File: config.mk
export PLATFORM = sky130hd
export DESIGN_NAME = nearest_neighbor_downscaler_unit_flat
export DESIGN_NICKNAME = d
export VERILOG_FILES = /design/src/sv/nnd_pkg.sv /design/src/sv/nnd_if.sv /design/src/sv/nearest_neighbor_downscaler_unit.sv /design/src/sv/nnd_csr.sv /design/src/sv/nnd_front.sv /design/src/sv/nnd_queue.sv /design/src/flat_wrapper.sv
export SDC_FILE = /design/constraint.sdc
export NUM_CORES = 1
export LEC_CHECK = 0
export BUFFER_PORTS_ARGS = -buffer_cell sky130_fd_sc_hd__buf_4
export CAP_MARGIN = 20
export CORE_MARGIN = 4
export CORE_UTILIZATION = 45
export DETAILED_ROUTE_END_ITERATION = 8
export GPL_TIMING_DRIVEN = 0
export PLACE_DENSITY_LB_ADDON = 0.3
export RECOVER_POWER = 100
export SLEW_MARGIN = 30
export SYNTH_ARGS = -nofsm -noshare
export SYNTH_HDL_FRONTEND = slang
export SYNTH_SLANG_ARGS = --single-unit
export TNS_END_PERCENT = 20
File: constraint.sdc
create_clock -name clock -period 9.9 [get_ports clock]
set_input_delay 1.98 -clock clock [delete_from_list [all_inputs] [get_ports clock]]
set_output_delay 1.98 -clock clock [all_outputs]
set_load 0.02 [all_outputs]
File: src/sv/nnd_pkg.sv
// Shared types and constants for the nearest-neighbor downscaler.
// No dependencies; every other file of the block imports this package.
`default_nettype none

package nnd_pkg;

   localparam int PIXEL_BITS       = 32;
   localparam int DEFAULT_DIM_BITS = 16;
   localparam int CSR_INDEX_BITS   = 2;
   localparam int QUEUE_DEPTH      = 2;

   typedef enum logic [CSR_INDEX_BITS-1:0] {
      CSR_SOURCE_WIDTH     = 2'd0,
      CSR_SOURCE_HEIGHT    = 2'd1,
      CSR_REQUESTED_WIDTH  = 2'd2,
      CSR_REQUESTED_HEIGHT = 2'd3
   } csr_index_type;

   localparam logic STATUS_OK       = 1'b0;
   localparam logic STATUS_BAD_DIMS = 1'b1;

   // one result word as it sits in the queue
   typedef struct packed {
      logic [PIXEL_BITS-1:0] out_rgba;
      logic                  end_of_row;
      logic                  end_of_image;
      logic                  status;
   } rsp_word_type;

   // control from the register block to the front end
   typedef struct packed {
      logic restart;
      logic dims_invalid;
   } csr_ctrl_type;

endpackage

`default_nettype wire

File: src/sv/nnd_if.sv
// Valid/ready channel interfaces for the pixel input and the result output.
// Depends on nnd_pkg for the payload widths.
`default_nettype none

interface nnd_req_if import nnd_pkg::*; ();
   logic                  valid;
   logic                  ready;
   logic [PIXEL_BITS-1:0] pixel_rgba;

   modport source (output valid, output pixel_rgba, input ready);
   modport sink   (input valid, input pixel_rgba, output ready);
endinterface

interface nnd_rsp_if import nnd_pkg::*; ();
   logic                  valid;
   logic                  ready;
   logic [PIXEL_BITS-1:0] out_rgba;
   logic                  end_of_row;
   logic                  end_of_image;
   logic                  status;

   modport source (output valid, output out_rgba, output end_of_row,
                   output end_of_image, output status, input ready);
   modport sink   (input valid, input out_rgba, input end_of_row,
                   input end_of_image, input status, output ready);
endinterface

`default_nettype wire

File: src/sv/nearest_neighbor_downscaler_unit.sv
// Nearest-neighbor downscaler: an accepted pixel word's result is registered in the
// queue; throughput one pixel word per cycle while the queue is not full, set by
// the combinational add-and-compare pick in the front end. A 2-entry queue holds
// two result words while the output stalls; input stalls only once it is full.
// Synchronous active-high reset clears position state and the queue; registers
// reset to source 0x0 (every word reports bad dimensions) and request 1x1.
`default_nettype none

module nearest_neighbor_downscaler_unit import nnd_pkg::*; #(
   parameter int DIM_BITS = DEFAULT_DIM_BITS
) (
   input  wire logic                      clock,
   input  wire logic                      reset,
   input  wire logic                      csr_write_enable,
   input  wire logic [CSR_INDEX_BITS-1:0] csr_index,
   input  wire logic [DIM_BITS-1:0]       csr_write_data,
   nnd_req_if.sink                        req_in,
   nnd_rsp_if.source                      rsp_out
);

   logic [DIM_BITS-1:0] src_w, src_h, out_w, out_h;
   csr_ctrl_type        ctrl;
   logic                queue_full;
   logic                push;
   rsp_word_type        push_word;

   nnd_csr #(.DIM_BITS(DIM_BITS)) u_csr (
      .clock            (clock),
      .reset            (reset),
      .csr_write_enable (csr_write_enable),
      .csr_index        (csr_index),
      .csr_write_data   (csr_write_data),
      .src_w            (src_w),
      .src_h            (src_h),
      .out_w            (out_w),
      .out_h            (out_h),
      .ctrl             (ctrl)
   );

   nnd_front #(.DIM_BITS(DIM_BITS)) u_front (
      .clock      (clock),
      .reset      (reset),
      .req        (req_in),
      .src_w      (src_w),
      .src_h      (src_h),
      .out_w      (out_w),
      .out_h      (out_h),
      .ctrl       (ctrl),
      .queue_full (queue_full),
      .push       (push),
      .push_word  (push_word)
   );

   nnd_queue u_queue (
      .clock     (clock),
      .reset     (reset),
      .push      (push),
      .push_word (push_word),
      .full      (queue_full),
      .rsp       (rsp_out)
   );

endmodule

`default_nettype wire

File: src/sv/nnd_csr.sv
// Configuration registers and derived preview dimensions.
// Depends on nnd_pkg.
`default_nettype none

module nnd_csr import nnd_pkg::*; #(
   parameter int DIM_BITS = DEFAULT_DIM_BITS
) (
   input  wire logic                      clock,
   input  wire logic                      reset,
   input  wire logic                      csr_write_enable,
   input  wire logic [CSR_INDEX_BITS-1:0] csr_index,
   input  wire logic [DIM_BITS-1:0]       csr_write_data,
   output      logic [DIM_BITS-1:0]       src_w,
   output      logic [DIM_BITS-1:0]       src_h,
   output      logic [DIM_BITS-1:0]       out_w,
   output      logic [DIM_BITS-1:0]       out_h,
   output      csr_ctrl_type              ctrl
);

   logic [DIM_BITS-1:0] src_w_ff, src_h_ff, req_w_ff, req_h_ff;
   logic [DIM_BITS-1:0] src_w_in, src_h_in, req_w_in, req_h_in;
   logic [DIM_BITS-1:0] min_w, min_h;

   always_comb begin
      src_w_in = src_w_ff;
      src_h_in = src_h_ff;
      req_w_in = req_w_ff;
      req_h_in = req_h_ff;
      if (csr_write_enable) begin
         case (csr_index_type'(csr_index))
            CSR_SOURCE_WIDTH:     src_w_in = csr_write_data;
            CSR_SOURCE_HEIGHT:    src_h_in = csr_write_data;
            CSR_REQUESTED_WIDTH:  req_w_in = csr_write_data;
            CSR_REQUESTED_HEIGHT: req_h_in = csr_write_data;
            default: ;
         endcase
      end
   end

   always_ff @(posedge clock) begin
      if (reset) begin
         src_w_ff <= '0;
         src_h_ff <= '0;
         req_w_ff <= DIM_BITS'(1);
         req_h_ff <= DIM_BITS'(1);
      end else begin
         src_w_ff <= src_w_in;
         src_h_ff <= src_h_in;
         req_w_ff <= req_w_in;
         req_h_ff <= req_h_in;
      end
   end

   // preview size: clamp requested to 1..source
   assign min_w = (req_w_ff < src_w_ff) ? req_w_ff : src_w_ff;
   assign min_h = (req_h_ff < src_h_ff) ? req_h_ff : src_h_ff;
   assign out_w = (min_w == '0) ? DIM_BITS'(1) : min_w;
   assign out_h = (min_h == '0) ? DIM_BITS'(1) : min_h;
   assign src_w = src_w_ff;
   assign src_h = src_h_ff;

   assign ctrl.restart      = csr_write_enable;
   assign ctrl.dims_invalid = (src_w_ff == '0) || (src_h_ff == '0);

endmodule

`default_nettype wire

File: src/sv/nnd_front.sv
// Front end: takes source pixels, tracks raster position and decides picks
// with add-and-compare accumulators. Depends on nnd_pkg and nnd_if.
`default_nettype none

module nnd_front import nnd_pkg::*; #(
   parameter int DIM_BITS = DEFAULT_DIM_BITS
) (
   input  wire logic          clock,
   input  wire logic          reset,
   nnd_req_if.sink            req,
   input  wire logic [DIM_BITS-1:0] src_w,
   input  wire logic [DIM_BITS-1:0] src_h,
   input  wire logic [DIM_BITS-1:0] out_w,
   input  wire logic [DIM_BITS-1:0] out_h,
   input  wire csr_ctrl_type  ctrl,
   input  wire logic          queue_full,
   output      logic          push,
   output      rsp_word_type  push_word
);

   // holds index*size products plus one more size without overflow
   localparam int ACC_BITS = 2 * DIM_BITS + 1;
   localparam int EXT_BITS = ACC_BITS - DIM_BITS;

   logic [DIM_BITS-1:0] src_col_ff, src_row_ff, out_col_ff, out_row_ff;
   logic [DIM_BITS-1:0] src_col_in, src_row_in, out_col_in, out_row_in;
   logic [ACC_BITS-1:0] col_pick_ff, col_pass_ff, row_pick_ff, row_pass_ff;
   logic [ACC_BITS-1:0] col_pick_in, col_pass_in, row_pick_in, row_pass_in;
   logic [ACC_BITS-1:0] col_pass_next, row_pass_next;
   logic                accept, row_pick, col_pick, row_end, image_end;
   logic                eor;

   assign req.ready = !queue_full;
   assign accept    = req.valid && req.ready;

   assign col_pass_next = col_pass_ff + {{EXT_BITS{1'b0}}, out_w};
   assign row_pass_next = row_pass_ff + {{EXT_BITS{1'b0}}, out_h};

   assign row_pick  = (out_row_ff < out_h) && (row_pick_ff < row_pass_next);
   assign col_pick  = (out_col_ff < out_w) && (col_pick_ff < col_pass_next);
   assign row_end   = src_col_ff >= (src_w - DIM_BITS'(1));
   assign image_end = row_end && (src_row_ff >= (src_h - DIM_BITS'(1)));
   assign eor       = out_col_ff == (out_w - DIM_BITS'(1));

   always_comb begin
      push_word.out_rgba     = '0;
      push_word.end_of_row   = 1'b0;
      push_word.end_of_image = 1'b0;
      push_word.status       = STATUS_BAD_DIMS;
      push = accept && (ctrl.dims_invalid || (row_pick && col_pick));
      if (!ctrl.dims_invalid) begin
         push_word.out_rgba     = req.pixel_rgba;
         push_word.end_of_row   = eor;
         push_word.end_of_image = eor && (out_row_ff == (out_h - DIM_BITS'(1)));
         push_word.status       = STATUS_OK;
      end
   end

   always_comb begin
      src_col_in  = src_col_ff;
      src_row_in  = src_row_ff;
      out_col_in  = out_col_ff;
      out_row_in  = out_row_ff;
      col_pick_in = col_pick_ff;
      col_pass_in = col_pass_ff;
      row_pick_in = row_pick_ff;
      row_pass_in = row_pass_ff;
      if (ctrl.restart || (accept && !ctrl.dims_invalid && image_end)) begin
         src_col_in  = '0;
         src_row_in  = '0;
         out_col_in  = '0;
         out_row_in  = '0;
         col_pick_in = '0;
         col_pass_in = '0;
         row_pick_in = '0;
         row_pass_in = '0;
      end else if (accept && !ctrl.dims_invalid) begin
         if (row_end) begin
            src_col_in  = '0;
            src_row_in  = src_row_ff + DIM_BITS'(1);
            out_col_in  = '0;
            col_pick_in = '0;
            col_pass_in = '0;
            row_pass_in = row_pass_next;
            if (row_pick) begin
               out_row_in  = out_row_ff + DIM_BITS'(1);
               row_pick_in = row_pick_ff + {{EXT_BITS{1'b0}}, src_h};
            end
         end else begin
            src_col_in  = src_col_ff + DIM_BITS'(1);
            col_pass_in = col_pass_next;
            if (row_pick && col_pick) begin
               out_col_in  = out_col_ff + DIM_BITS'(1);
               col_pick_in = col_pick_ff + {{EXT_BITS{1'b0}}, src_w};
            end
         end
      end
   end

   always_ff @(posedge clock) begin
      if (reset) begin
         src_col_ff  <= '0;
         src_row_ff  <= '0;
         out_col_ff  <= '0;
         out_row_ff  <= '0;
         col_pick_ff <= '0;
         col_pass_ff <= '0;
         row_pick_ff <= '0;
         row_pass_ff <= '0;
      end else begin
         src_col_ff  <= src_col_in;
         src_row_ff  <= src_row_in;
         out_col_ff  <= out_col_in;
         out_row_ff  <= out_row_in;
         col_pick_ff <= col_pick_in;
         col_pass_ff <= col_pass_in;
         row_pick_ff <= row_pick_in;
         row_pass_ff <= row_pass_in;
      end
   end

   a_src_col_in_row: assert property (@(posedge clock) disable iff (reset)
      !ctrl.dims_invalid |-> (src_col_ff < src_w))
      else $error("source column ran past source width");

   a_out_col_bound: assert property (@(posedge clock) disable iff (reset)
      !ctrl.dims_invalid |-> (out_col_ff <= out_w))
      else $error("preview column ran past preview width");

   a_out_row_bound: assert property (@(posedge clock) disable iff (reset)
      !ctrl.dims_invalid |-> (out_row_ff <= out_h))
      else $error("preview row ran past preview height");

   a_bad_dims_word: assert property (@(posedge clock) disable iff (reset)
      (accept && ctrl.dims_invalid) |-> push)
      else $error("word with bad dimensions produced no result");

endmodule

`default_nettype wire

File: src/sv/nnd_queue.sv
// Short result queue between the front end and the output channel.
// Registered entries and count; depends on nnd_pkg and nnd_if.
`default_nettype none

module nnd_queue import nnd_pkg::*; (
   input  wire logic         clock,
   input  wire logic         reset,
   input  wire logic         push,
   input  wire rsp_word_type push_word,
   output      logic         full,
   nnd_rsp_if.source         rsp
);

   localparam int PTR_BITS   = (QUEUE_DEPTH > 1) ? $clog2(QUEUE_DEPTH) : 1;
   localparam int COUNT_BITS = $clog2(QUEUE_DEPTH + 1);

   rsp_word_type          entry_ff [QUEUE_DEPTH];
   logic [PTR_BITS-1:0]   wr_ptr_ff, rd_ptr_ff, wr_ptr_in, rd_ptr_in;
   logic [COUNT_BITS-1:0] count_ff, count_in;
   logic                  pop;
   rsp_word_type          head;

   assign pop  = rsp.valid && rsp.ready;
   assign full = count_ff == COUNT_BITS'(QUEUE_DEPTH);
   assign head = entry_ff[rd_ptr_ff];

   assign rsp.valid        = count_ff != '0;
   assign rsp.out_rgba     = head.out_rgba;
   assign rsp.end_of_row   = head.end_of_row;
   assign rsp.end_of_image = head.end_of_image;
   assign rsp.status       = head.status;

   always_comb begin
      wr_ptr_in = wr_ptr_ff;
      rd_ptr_in = rd_ptr_ff;
      count_in  = count_ff;
      if (push) begin
         wr_ptr_in = (wr_ptr_ff == PTR_BITS'(QUEUE_DEPTH - 1)) ? '0
                                                             : wr_ptr_ff + PTR_BITS'(1);
      end
      if (pop) begin
         rd_ptr_in = (rd_ptr_ff == PTR_BITS'(QUEUE_DEPTH - 1)) ? '0
                                                             : rd_ptr_ff + PTR_BITS'(1);
      end
      if (push && !pop) begin
         count_in = count_ff + COUNT_BITS'(1);
      end else if (pop && !push) begin
         count_in = count_ff - COUNT_BITS'(1);
      end
   end

   always_ff @(posedge clock) begin
      if (reset) begin
         wr_ptr_ff <= '0;
         rd_ptr_ff <= '0;
         count_ff  <= '0;
      end else begin
         wr_ptr_ff <= wr_ptr_in;
         rd_ptr_ff <= rd_ptr_in;
         count_ff  <= count_in;
      end
   end

   always_ff @(posedge clock) begin
      if (push) begin
         entry_ff[wr_ptr_ff] <= push_word;
      end
   end

   a_no_overflow: assert property (@(posedge clock) disable iff (reset)
      full |-> !push)
      else $error("push into full queue");

   a_count_bound: assert property (@(posedge clock) disable iff (reset)
      count_ff <= COUNT_BITS'(QUEUE_DEPTH))
      else $error("queue count out of range");

   a_count_tracks: assert property (@(posedge clock) disable iff (reset)
      (push && !pop) |=> (count_ff == $past(count_ff) + COUNT_BITS'(1)))
      else $error("queue count missed a push");

endmodule

`default_nettype wire
File: src/flat_wrapper.sv
// flat-port wrapper written by rule: the top's interface ports become plain ports
module nearest_neighbor_downscaler_unit_flat import nnd_pkg::*;
#(
   parameter int DIM_BITS = DEFAULT_DIM_BITS
)
  (clock, reset, csr_write_enable, csr_index, csr_write_data, req_in_valid, req_in_pixel_rgba, req_in_ready, rsp_out_valid, rsp_out_out_rgba, rsp_out_end_of_row, rsp_out_end_of_image, rsp_out_status, rsp_out_ready);
  nnd_req_if req_in_i ();
  nnd_rsp_if rsp_out_i ();
  input  wire logic clock;
  input  wire logic reset;
  input  wire logic csr_write_enable;
  input  wire logic [CSR_INDEX_BITS-1:0] csr_index;
  input  wire logic [DIM_BITS-1:0] csr_write_data;
  input wire logic [$bits(req_in_i.valid)-1:0] req_in_valid;
  input wire logic [$bits(req_in_i.pixel_rgba)-1:0] req_in_pixel_rgba;
  output wire logic [$bits(req_in_i.ready)-1:0] req_in_ready;
  output wire logic [$bits(rsp_out_i.valid)-1:0] rsp_out_valid;
  output wire logic [$bits(rsp_out_i.out_rgba)-1:0] rsp_out_out_rgba;
  output wire logic [$bits(rsp_out_i.end_of_row)-1:0] rsp_out_end_of_row;
  output wire logic [$bits(rsp_out_i.end_of_image)-1:0] rsp_out_end_of_image;
  output wire logic [$bits(rsp_out_i.status)-1:0] rsp_out_status;
  input wire logic [$bits(rsp_out_i.ready)-1:0] rsp_out_ready;
  assign req_in_i.valid = req_in_valid;
  assign req_in_i.pixel_rgba = req_in_pixel_rgba;
  assign req_in_ready = req_in_i.ready;
  assign rsp_out_valid = rsp_out_i.valid;
  assign rsp_out_out_rgba = rsp_out_i.out_rgba;
  assign rsp_out_end_of_row = rsp_out_i.end_of_row;
  assign rsp_out_end_of_image = rsp_out_i.end_of_image;
  assign rsp_out_status = rsp_out_i.status;
  assign rsp_out_i.ready = rsp_out_ready;
  nearest_neighbor_downscaler_unit #(.DIM_BITS(DIM_BITS)) u_core (.clock(clock), .reset(reset), .csr_write_enable(csr_write_enable), .csr_index(csr_index), .csr_write_data(csr_write_data), .req_in(req_in_i), .rsp_out(rsp_out_i));
endmodule
======== Yosys cells after proc, flatten, opt, wreduce, memory -nomap -nowiden ========
Memories as Yosys holds them, arrays and structs flattened. A register that Yosys moved wholly into a read port is not among the register bits.
Cells that the tools add are included.
word-level totals
  ROM bits ................................ 0
  memories ................................ 1
  output and inout bits ................... 37
  bits in writable memories ............... 70
  input bits .............................. 55
  bits in registers ....................... 264
  latch bits .............................. 0
memory list
  name                     depth  width  rd ports  clocked after Yosys merged registers in  write ports  RTL line         source
  u_core.u_queue.entry_ff  2      35     1         1                                        1            nnd_queue.sv:17  rsp_word_type entry_ff [QUEUE_DEPTH];
cells by class
  mux-type cells .......................... 19
  shifts and indexed selects .............. 0
  reductions and logical operators ........ 35
  div/mod/pow operators ................... 0
  magnitude comparators ................... 8
  add/subtract/negate cells ............... 16
  bitwise logic cells ..................... 0
  equality and inequality tests ........... 6
  multiply operators ...................... 0
operator list
  cell                                                  number
  adder 33 x 16 -> 33 bit                               4
  two-way mux 16 bit                                    7
  two-way mux 33 bit                                    3
  < comparator 33 bit                                   2
  adder 16 x 1 -> 16 bit (second input constant)        4
  zero test 16 bit                                      4
  < comparator 16 bit                                   4
  subtractor 16 x 1 -> 16 bit (second input constant)   4
  two-way mux 35 bit                                    1
  equality test 16 bit                                  2
  >= comparator 16 bit                                  2
  logical AND 1 bit                                     12
  AND reduction 2 bit                                   6
  equality test 2 bit (second input constant)           3
  two-way mux 1 bit                                     6
  nonzero test 2 bit                                    3
  zero test 1 bit                                       4
  two-way mux 2 bit                                     2
  logical OR 1 bit                                      3
  AND reduction 3 bit                                   1
  adder 1 bit (second input constant)                   2
  adder 2 x 1 -> 2 bit (second input constant)          1
  equality test 2 x 1 -> 1 bit (second input constant)  1
  zero test 2 bit                                       1
  other kinds (2)                                       2

======== Logic depth before layout (Yosys ltp) ========
Gate-level depths: netlist (run 1).
  word-level depth ........................ 14
  gate-level depth with buffers ........... 41
  depth with buffers taken out ............ 38

======== By module ========
Synthesis (run 1) repeated with hierarchy kept, for this count alone.
second synthesis, totals
  cells, all modules ...................... 2,638
  area, all modules ....................... 22,750.6 um^2
by module, submodules not included
  module     sequential area each (um^2)  cells an instance  times used  area each (um^2)
  nnd_front  3,923.8                      2,064              1           16,358.2
  nnd_csr    1,281.2                      443                1           3,657.3
  nnd_queue  2,202.1                      131                1           2,735.1

======== Worst setup path after synthesis (run 1) ========
OpenSTA, ideal clock, no wires.
  kind .................................... reg-to-reg
  start ................................... register u_core.u_csr.src_h_ff[3], in the netlist u_core.u_csr.src_h[3]
  end ..................................... memory u_core.u_queue.entry_ff[0][0] (netlist name) (enable)
  cell stages (with the launch flop) ...... 37
  data arrival time ....................... 9.015 ns
  setup slack ............................. 0.454 ns
  clock period less this slack ............ 9.446 ns
  setup time .............................. 0.431 ns
  cells stage by stage .................... dfxtp_1 -> clkbuf_1 -> inv_1 -> ha_1 -> nor2_1 -> a211oi_1 -> a211oi_1 -> or3_1 -> buf_2 -> nand2_1 -> clkbuf_1 -> buf_2 -> mux2i_1 -> nand2_1 -> nand2_1 -> ha_1 -> inv_1 -> fa_1 -> nor2b_1 -> o21ai_1 -> a21oi_1 -> o21ai_1 -> a21boi_0 -> o21ai_1 -> a31oi_1 -> a21oi_1 -> or4_1 -> xnor2_1 -> ha_1 -> nand4_1 -> nor4_1 -> a2111oi_0 -> o211ai_1 -> or2_2 -> or2_1 -> a21oi_1 -> nor2b_1
on the way
  word-level cells in the longest chain between the ends .. 12
  elaborated cells between the ends (all ways) .. 15
ends and longest elaborated chain
  element                                      RTL line                                source
  start: declaration                           nnd_csr.sv:20                           logic [DIM_BITS-1:0] src_w_ff, src_h_ff, req_w_ff, req_h_ff;
  start signal: assignment                     nnd_csr.sv:48                           src_h_ff <= src_h_in;
  < comparator 16 bit                          nnd_csr.sv:56                           assign min_h = (req_h_ff < src_h_ff) ? req_h_ff : src_h_ff;
  two-way mux 16 bit                           nnd_csr.sv:56
  zero test 16 bit                             nnd_csr.sv:58                           assign out_h = (min_h == '0) ? DIM_BITS'(1) : min_h;
  two-way mux 16 bit                           nnd_csr.sv:58
  adder 33 x 16 -> 33 bit                      nnd_front.sv:37                         assign row_pass_next = row_pass_ff + {{EXT_BITS{1'b0}}, out_h};
  < comparator 33 bit                          nnd_front.sv:39                         assign row_pick = (out_row_ff < out_h) && (row_pick_ff < row_pass_next);
  logical AND 1 bit                            nnd_front.sv:39
  logical AND 1 bit                            nnd_front.sv:50                         push = accept && (ctrl.dims_invalid || (row_pick && col_pick));
  logical OR 1 bit (*)                         nnd_front.sv:50
  logical AND 1 bit (*)                        nnd_front.sv:50
  net u_core.push                              nearest_neighbor_downscaler_unit.sv:24  logic push;
  two-way mux 1 bit (*)                        nnd_queue.sv:65                         if (push) begin
  two-way mux 1 bit (implied by the code) (*)  nnd_queue.sv:66                         entry_ff[wr_ptr_ff] <= push_word;
  end: declaration                             nnd_queue.sv:17
Mark *: on every way through the listed nets, which the timed path passes. The rest lies on a longest branch.

======== Worst setup path in the final report (run 1) ========
  start ................................... register u_core.u_csr.src_w_ff[6], in the netlist u_core.u_csr.src_w[6]
  end ..................................... register u_core.u_queue.count_ff[1]
on the way
  word-level cells in the longest chain between the ends .. 13
  elaborated cells between the ends (all ways) .. 18
ends and longest elaborated chain
  element                              RTL line                                source
  start: declaration                   nnd_csr.sv:20
  start signal: assignment             nnd_csr.sv:47                           src_w_ff <= src_w_in;
  < comparator 16 bit                  nnd_csr.sv:55                           assign min_w = (req_w_ff < src_w_ff) ? req_w_ff : src_w_ff;
  two-way mux 16 bit                   nnd_csr.sv:55
  zero test 16 bit                     nnd_csr.sv:57                           assign out_w = (min_w == '0) ? DIM_BITS'(1) : min_w;
  two-way mux 16 bit                   nnd_csr.sv:57
  adder 33 x 16 -> 33 bit              nnd_front.sv:36                         assign col_pass_next = col_pass_ff + {{EXT_BITS{1'b0}}, out_w};
  < comparator 33 bit                  nnd_front.sv:40                         assign col_pick = (out_col_ff < out_w) && (col_pick_ff < col_pass_next);
  logical AND 1 bit                    nnd_front.sv:40
  logical AND 1 bit                    nnd_front.sv:50
  logical OR 1 bit (*)                 nnd_front.sv:50
  logical AND 1 bit (*)                nnd_front.sv:50
  net u_core.push                      nearest_neighbor_downscaler_unit.sv:24
  zero test 1 bit                      nnd_queue.sv:47                         end else if (pop && !push) begin
  logical AND 1 bit                    nnd_queue.sv:47
  nonzero test 2 bit (no source line)  --
  end signal: assignment               nnd_queue.sv:60                         count_ff <= count_in;
  end: declaration                     nnd_queue.sv:19                         logic [COUNT_BITS-1:0] count_ff, count_in;
Marks and branches as above.
A chain may end at the register's enable or synchronous reset.

==> qor.txt, run 1 <==
CP peak stage delay: 0.50 ns
DR vias: 20100
min Tclk post-route: 9.38 ns
most common cell in the netlist: nand2_1
# hold bufs at CTS: 0
drt first pass iters: 7
max_slew headroom: -10.2%
first-pass GRT wire length: 103 mm
min-delay worst type: reg2reg
Worst Hold Margin: 0.469 ns
failing checks: max-capacitance violations, max-slew violations
Fmax: 0.107 GHz
Pins Over Slew Limit: 3
Die ar.: 54000 µm²
CP endpoint kind: flip-flop
root buffer cell: clkbuf_16
RSZ-0062 raised after global routing: false
syn avg cell area: 8.45 µm²
fill count: 4679
# diodes: 0
routed wire length: 65.4 mm
Die W: 232 µm
skew final: 0.0281 ns
vias in the first global route: 19300
Clock Path Buffers: 3
Clock Latency Late Sink: 0.57 ns
GRT met2 Usage: 37.3%
P&R area growth vs syn: 12.0%
total power: 4.10 mW
CP startpoint kind: flip-flop
NumNets Final: 3107
Main synth FF type: dfxtp_1
Final Hold Vio Count: 0
Worst Path Required: 10.40 ns
CTS sink cnt: 335
All-Layer GR Usage: 23.6%
final global-route overflow total: 0
post-synthesis register bit count: 335
CTS Buf Count: 40
CP Class: reg2reg
initial antenna violation count: 0
placeable core area: 49400 µm²
top post-synthesis cells by count: nand2_1, nor2_1, dfxtp_1, ha_1, a21oi_1
Worst Path Buf+Inv: 7
Via density: 5.73
Top Usage Layer GRT: met2
pwr dens: 162 nW/µm²
Cell Area, Synth: 22700 µm²
Tcrit/Tclk final: 94.8%
IO Count: 92
WP data arrival: 9.88 ns
H-tree levels: 2
I/O Buffers: 88
dominant cells by area after synthesis: dfxtp_1, ha_1, edfxtp_1, xnor2_1, nand2_1
Static Leak: 10.5 nW
asr flop ratio synth: 0%
row count: 81
Setup-failing EPs final: 0
CTS tree: done
GP Congestion: 0.951
largest net degree at the start of global routing: 23
dominant cell type by area after synthesis: dfxtp_1
maxcap violations: 1
status: finished, violations left
Initial Util: 45.9%
initial drt markers: 1432
WL/cell: 18.6 µm
share of the synthesized area in the top cell type: 23.4%
Ys Warns: 0
DRC: 0
DP Wirelength: 51.1 mm
Crit Path Max Fanout: 10
cell count after synthesis: 2684
Cell variety after synth: 87
register area share after synthesis: 32.7%
M1 GR Usage: 33.0%
slowest stage cell on the critical path: a21boi_1
met3 usage: 3.32%
number of synthesized flops with an enable pin: 70
post-synth net total: 2974
CP delay by family, top: compound AO/OA/AOI/OAI gates
worst slew pin tran: 1.61 ns
antenna viol nets, final: 0
share of cells above drive strength 1: 7.91%
clock slew at reported path FFs: 0.06 ns
Vert. Die Dim: 232 µm
Peak VDD IR: 0.000107 V
power breakdown:
part	leakage, nW	switching (mW)	internal (mW)
logic	7.02	0.656	0.393
clock network	0.654	0.615	0.889
registers	2.81	0.0437	1.51
worst min-delay path, cell delays in order (launching register included):
cell	delay, ns
dfxtp_1	0.31
nand2_1	0.06
a21oi_1	0.05
routing by layer:
layer  part of all wire (%)  wire [µm]  vias to the layer above
met2                     44      29000                      614
met5                      0          0                        -
met3                    6.7       4350                      121
li1                       -          -                     9817
met1                     46      29900                     9553
met4                    3.3       2130                        0
per-stage QoR:
step	instance area, µm²	worst slack, ns	setup TNS, ns	cells	utilization [%]
4_1_cts	25600	0.0771	0	3509	51.9
3_3_place_gp	24200	-2.11	-109.44	3436	49.0
2_1_floorplan	22700	0.454	0	2684	-
5_1_grt	25400	0.00861	0	3510	51.5
3_5_place_dp	24200	-0.307	-17.35	3438	49.1
6_report	25400	0.515	0	3510	51.5
sequential cells by signal (all words and copies together) (netlist names), 33 cells and up, named ones only:
signal                      count
u_core.u_front.row_pick_ff     33
u_core.u_front.col_pass_ff     33
u_core.u_front.col_pick_ff     33
u_core.u_queue.entry_ff        70
u_core.u_front.row_pass_ff     33
layout by cell type, fill, tap and decap left out, types with 14 or more instances in the layout:
cell type	count
mux2_2	39
a21oi_1	205
xnor2_1	129
xor2_1	92
nand4_1	54
buf_4	55
nand2_1	293
mux2i_1	55
and3_1	29
clkbuf_1	121
o2111ai_1	14
edfxtp_1	70
nand3_1	73
nor4_1	19
inv_1	115
nand2b_1	23
a31oi_1	20
or3_1	44
nor2_1	275
clkbuf_16	40
o21a_1	18
o21ai_0	107
nor2b_1	24
nor3_1	70
a21o_1	69
and2_0	35
ha_1	231
dfxtp_1	264
or2_2	14
o211ai_1	15
a22oi_1	20
final timing paths:
path	start	end	slack, ns	depth (start not counted)
worst max-delay path	u_core.u_csr.src_w[6]$_SDFFE_PP0P_	u_core.u_queue.count_ff[1]$_SDFFE_PP0P_	0.52	37
worst min-delay path	u_core.u_front.row_pass_ff[0]$_SDFFE_PP0P_	u_core.u_front.row_pass_ff[0]$_SDFFE_PP0P_	0.47	2
worst max register to register	u_core.u_csr.src_w[6]$_SDFFE_PP0P_	u_core.u_queue.count_ff[1]$_SDFFE_PP0P_	0.52	37
worst min register to register	u_core.u_front.row_pass_ff[0]$_SDFFE_PP0P_	u_core.u_front.row_pass_ff[0]$_SDFFE_PP0P_	0.47	2
area by class of cell:
type                            instances  area [µm²]  area share, %
Multi-Input combinational cell       2129       14400           56.6
Tap cell                              664         831           3.27
Inverter                              115         432           1.70
Clock inverter                         16         175          0.690
Timing Repair Buffer                   92         563           2.22
Clock buffer                           55        1150           4.52
Sequential cell                       335        7410           29.2
Buffer                                104         462           1.82
logic make-up after synthesis:
logic type	count (synthesis)	share of synthesized area, %
compound gates	556	15.3
xor+xnor	222	8.64
fa+ha+maj	235	13.1
buf+inv	220	3.96
flops	335	32.7
mux	101	4.80
simple gates	1015	21.6
repair_timing:
item | in CTS | in global routing
setup endpoints to repair | 104 | 171
setup buffers | 1 | 1
resized for setup | 5 | 15
pin swaps | 0 | 2
(Power assumes the default switching activity.)
==> run 2, diff against run 1 <==
--- a/config.mk
+++ b/config.mk
@@ -7,7 +7,7 @@
 export LEC_CHECK = 0
 export BUFFER_PORTS_ARGS = -buffer_cell sky130_fd_sc_hd__buf_4
 export CAP_MARGIN = 20
-export CORE_MARGIN = 4
+export CORE_MARGIN = 5
 export CORE_UTILIZATION = 45
 export DETAILED_ROUTE_END_ITERATION = 8
 export GPL_TIMING_DRIVEN = 0
==> run 2 against run 1 <==
The run still ends with max-capacitance violations, max-slew violations left. Utilization fell by 0.50 points. Die area rose by 1.7%. Sequential power barely moved. Register-to-register slack improved by 0.05 ns. Sequential cell count did not move. Final cell count rose by 0.20%. Via count fell by 0.17%. Clock skew barely moved. Clock power barely moved. Largest power group unchanged. Global-route usage fell by 0.26 points. Critical path depth did not move. Fmax rose by 0.55%.
==> qor.txt, run 2 (synthesis results as in run 1) <==
CTS tree: done
Final Hold Vio Count: 0 (unchanged)
All-Layer GR Usage: 23.3% (-0.26 points)
H-tree levels: 2 (unchanged)
antenna viol nets, final: 0 (unchanged)
most frequent cells in the layout: nand2_1, nor2_1, dfxtp_1
Via density: 5.71 (-0.37%)
Clock Latency Late Sink: 0.57 ns (about the same)
WL/cell: 18.7 µm (about the same)
share of cells above drive strength 1: 7.80% (-0.10 points)
Die ar.: 55000 µm² (+1.7%)
Crit Path Max Fanout: 14 (+4)
failing checks: max-capacitance violations, max-slew violations
hold wc startpoint: u_core.u_front.col_pass_ff[0]$_SDFFE_PP0P_
Initial Util: 45.4% (-0.56 points)
largest net degree at the start of global routing: 22 (-4.3%)
CP startpoint kind: flip-flop
IO Count: 92 (unchanged)
Peak VDD IR: 0.000123 V (+14%)
WP data arrival: 9.83 ns (-0.05 ns)
CP Class: reg2reg
Vert. Die Dim: 234 µm (+0.86%)
max reg flops: 70 (unchanged)
critical path startpoint: u_core.u_csr.src_h[9]$_SDFFE_PP0P_
CTS Buf Count: 40 (unchanged)
fill count: 4774 (+2.0%)
Fmax: 0.107 GHz (+0.55%)
maxcap violations: 1 (unchanged)
Clock Path Buffers: 3 (unchanged)
# hold bufs at CTS: 0 (unchanged)
row count: 82 (+1.2%)
DP Wirelength: 51.4 mm (+0.58%)
status: finished, violations left
worst slew pin tran: 1.74 ns (+0.131 ns)
Static Leak: 10.5 nW (+0.14%)
root buffer cell: clkbuf_16
GP Congestion: 0.931 (-2.1%)
initial drt markers: 1366 (-4.6%)
initial antenna violation count: 0 (unchanged)
cell area after layout: 25500 µm² (+0.25%)
P&R area growth vs syn: 12.3%
Worst Path Required: 10.40 ns (about the same)
CTS sink cnt: 335 (unchanged)
Pins Over Slew Limit: 3 (unchanged)
skew final: 0.0279 ns (-0.000204 ns)
Tcrit/Tclk final: 94.3% (-0.52 points)
worst slack, placed: -0.449 ns (-0.141 ns)
NumNets Final: 3106 (-0.032%)
Die W: 234 µm (+0.86%)
CP endpoint kind: flip-flop
I/O Buffers: 88 (unchanged)
most common cell after layout, fill and taps aside: nand2_1
drt first pass iters: 6 (-1)
pwr dens: 161 nW/µm² (-0.12%)
final setup TNS: 0 ns (unchanged)
RSZ-0062 raised after global routing: false
vias in the first global route: 19300 (-0.021%)
clock slew at reported path FFs: 0.06 ns (about the same)
slowest stage cell on the critical path: or4_1
Worst Setup Slack, final: 0.567 ns (+0.0516 ns)
most frequent CP cell: a21oi_1
first-pass GRT wire length: 103 mm (+0.15%)
Setup-failing EPs final: 0 (unchanged)
Placed Area: 24200 µm² (about the same)
routed wire length: 65.6 mm (+0.29%)
DRC: 0 (unchanged)
DR vias: 20100 (-0.17%)
min Tclk post-route: 9.33 ns (-0.0516 ns)
max_slew headroom: -19.2% (-8.9 points)
Reg with most FFs: u_core.u_queue.entry_ff
placeable core area: 50000 µm² (+1.2%)
CP peak stage delay: 0.57 ns (+0.07 ns)
# diodes: 0 (unchanged)
final global-route overflow total: 0 (unchanged)
min-delay worst type: reg2reg
total power: 4.11 mW (+0.13%)
worst flop-to-flop path startpoint: u_core.u_csr.src_h[9]$_SDFFE_PP0P_
run 2: cell types whose count changed in the layout (fill, tap and decap cells not counted), sizes merged:
cell and delta:
buf +2, clkbuf -2, bufinv -1, clkinv +1
inv -1
run 2: through the flow:
| step | cells | utilization [%] | hold WS (ns) |
|---|---|---|---|
| global placement | 3444 | 48.4 | 0.445 |
| CTS | 3517 | 51.2 | 0.467 |
| detailed placement | 3446 | 48.5 | 0.458 |
| global route | 3517 | 51.0 | 0.500 |
| floorplan | 2684 | - | 0.432 |
| finish | 3517 | 51.0 | 0.462 |
run 2: cell type report:
type	count	area, µm²	share of cell area [%]
repair buffers	91	612	2.40
flip-flops and latches	335	7410	29.1
clock buffers	56	1160	4.57
clock inverters	15	148	0.580
multi-input cells	2129	14400	56.5
well taps	672	841	3.30
inverters	115	432	1.70
plain buffers	104	464	1.82
run 2: per-layer routing:
layer	track usage, %	part of all wire, %	vias up
met2	37.1	45	526
met3	3.37	5.7	105
met1	33.1	47	9620
met4	6.86	2.7	0
met5	0	0	-
li1	-	-	9820
run 2: worst paths after layout:
check / endpoint / slack (ns) / depth (start not counted)
max: u_core.u_queue.count_ff[1]$_SDFFE_PP0P_ / 0.57 / 37
min: u_core.u_front.col_pass_ff[0]$_SDFFE_PP0P_ / 0.46 / 2
max reg2reg: u_core.u_queue.count_ff[1]$_SDFFE_PP0P_ / 0.57 / 37
min reg2reg: u_core.u_front.col_pass_ff[0]$_SDFFE_PP0P_ / 0.46 / 2
run 2: power by group:
part	leakage [nW]	switching, mW	internal [mW]
Combinational	7.05	0.662	0.410
Clock	0.643	0.613	0.874
Sequential	2.81	0.0438	1.51
run 2: critical path: cells and delay by family (launching register included):
family	cells	cell delay (ns)
AND/OR/NAND/NOR	12	3.32
multiplexers	1	0.34
AO/OA/AOI/OAI	13	2.58
XOR/XNOR	1	0.16
flip-flops	1	0.41
buffers and inverters	5	0.88
adder cells (fa/ha/maj)	5	1.56
run 2: timing repair:
action	in CTS	in global routing
resized for setup	6	13
buffers inserted	1	0
endpoints found under the hold margin	0	0
endpoints found under the setup margin	129	156
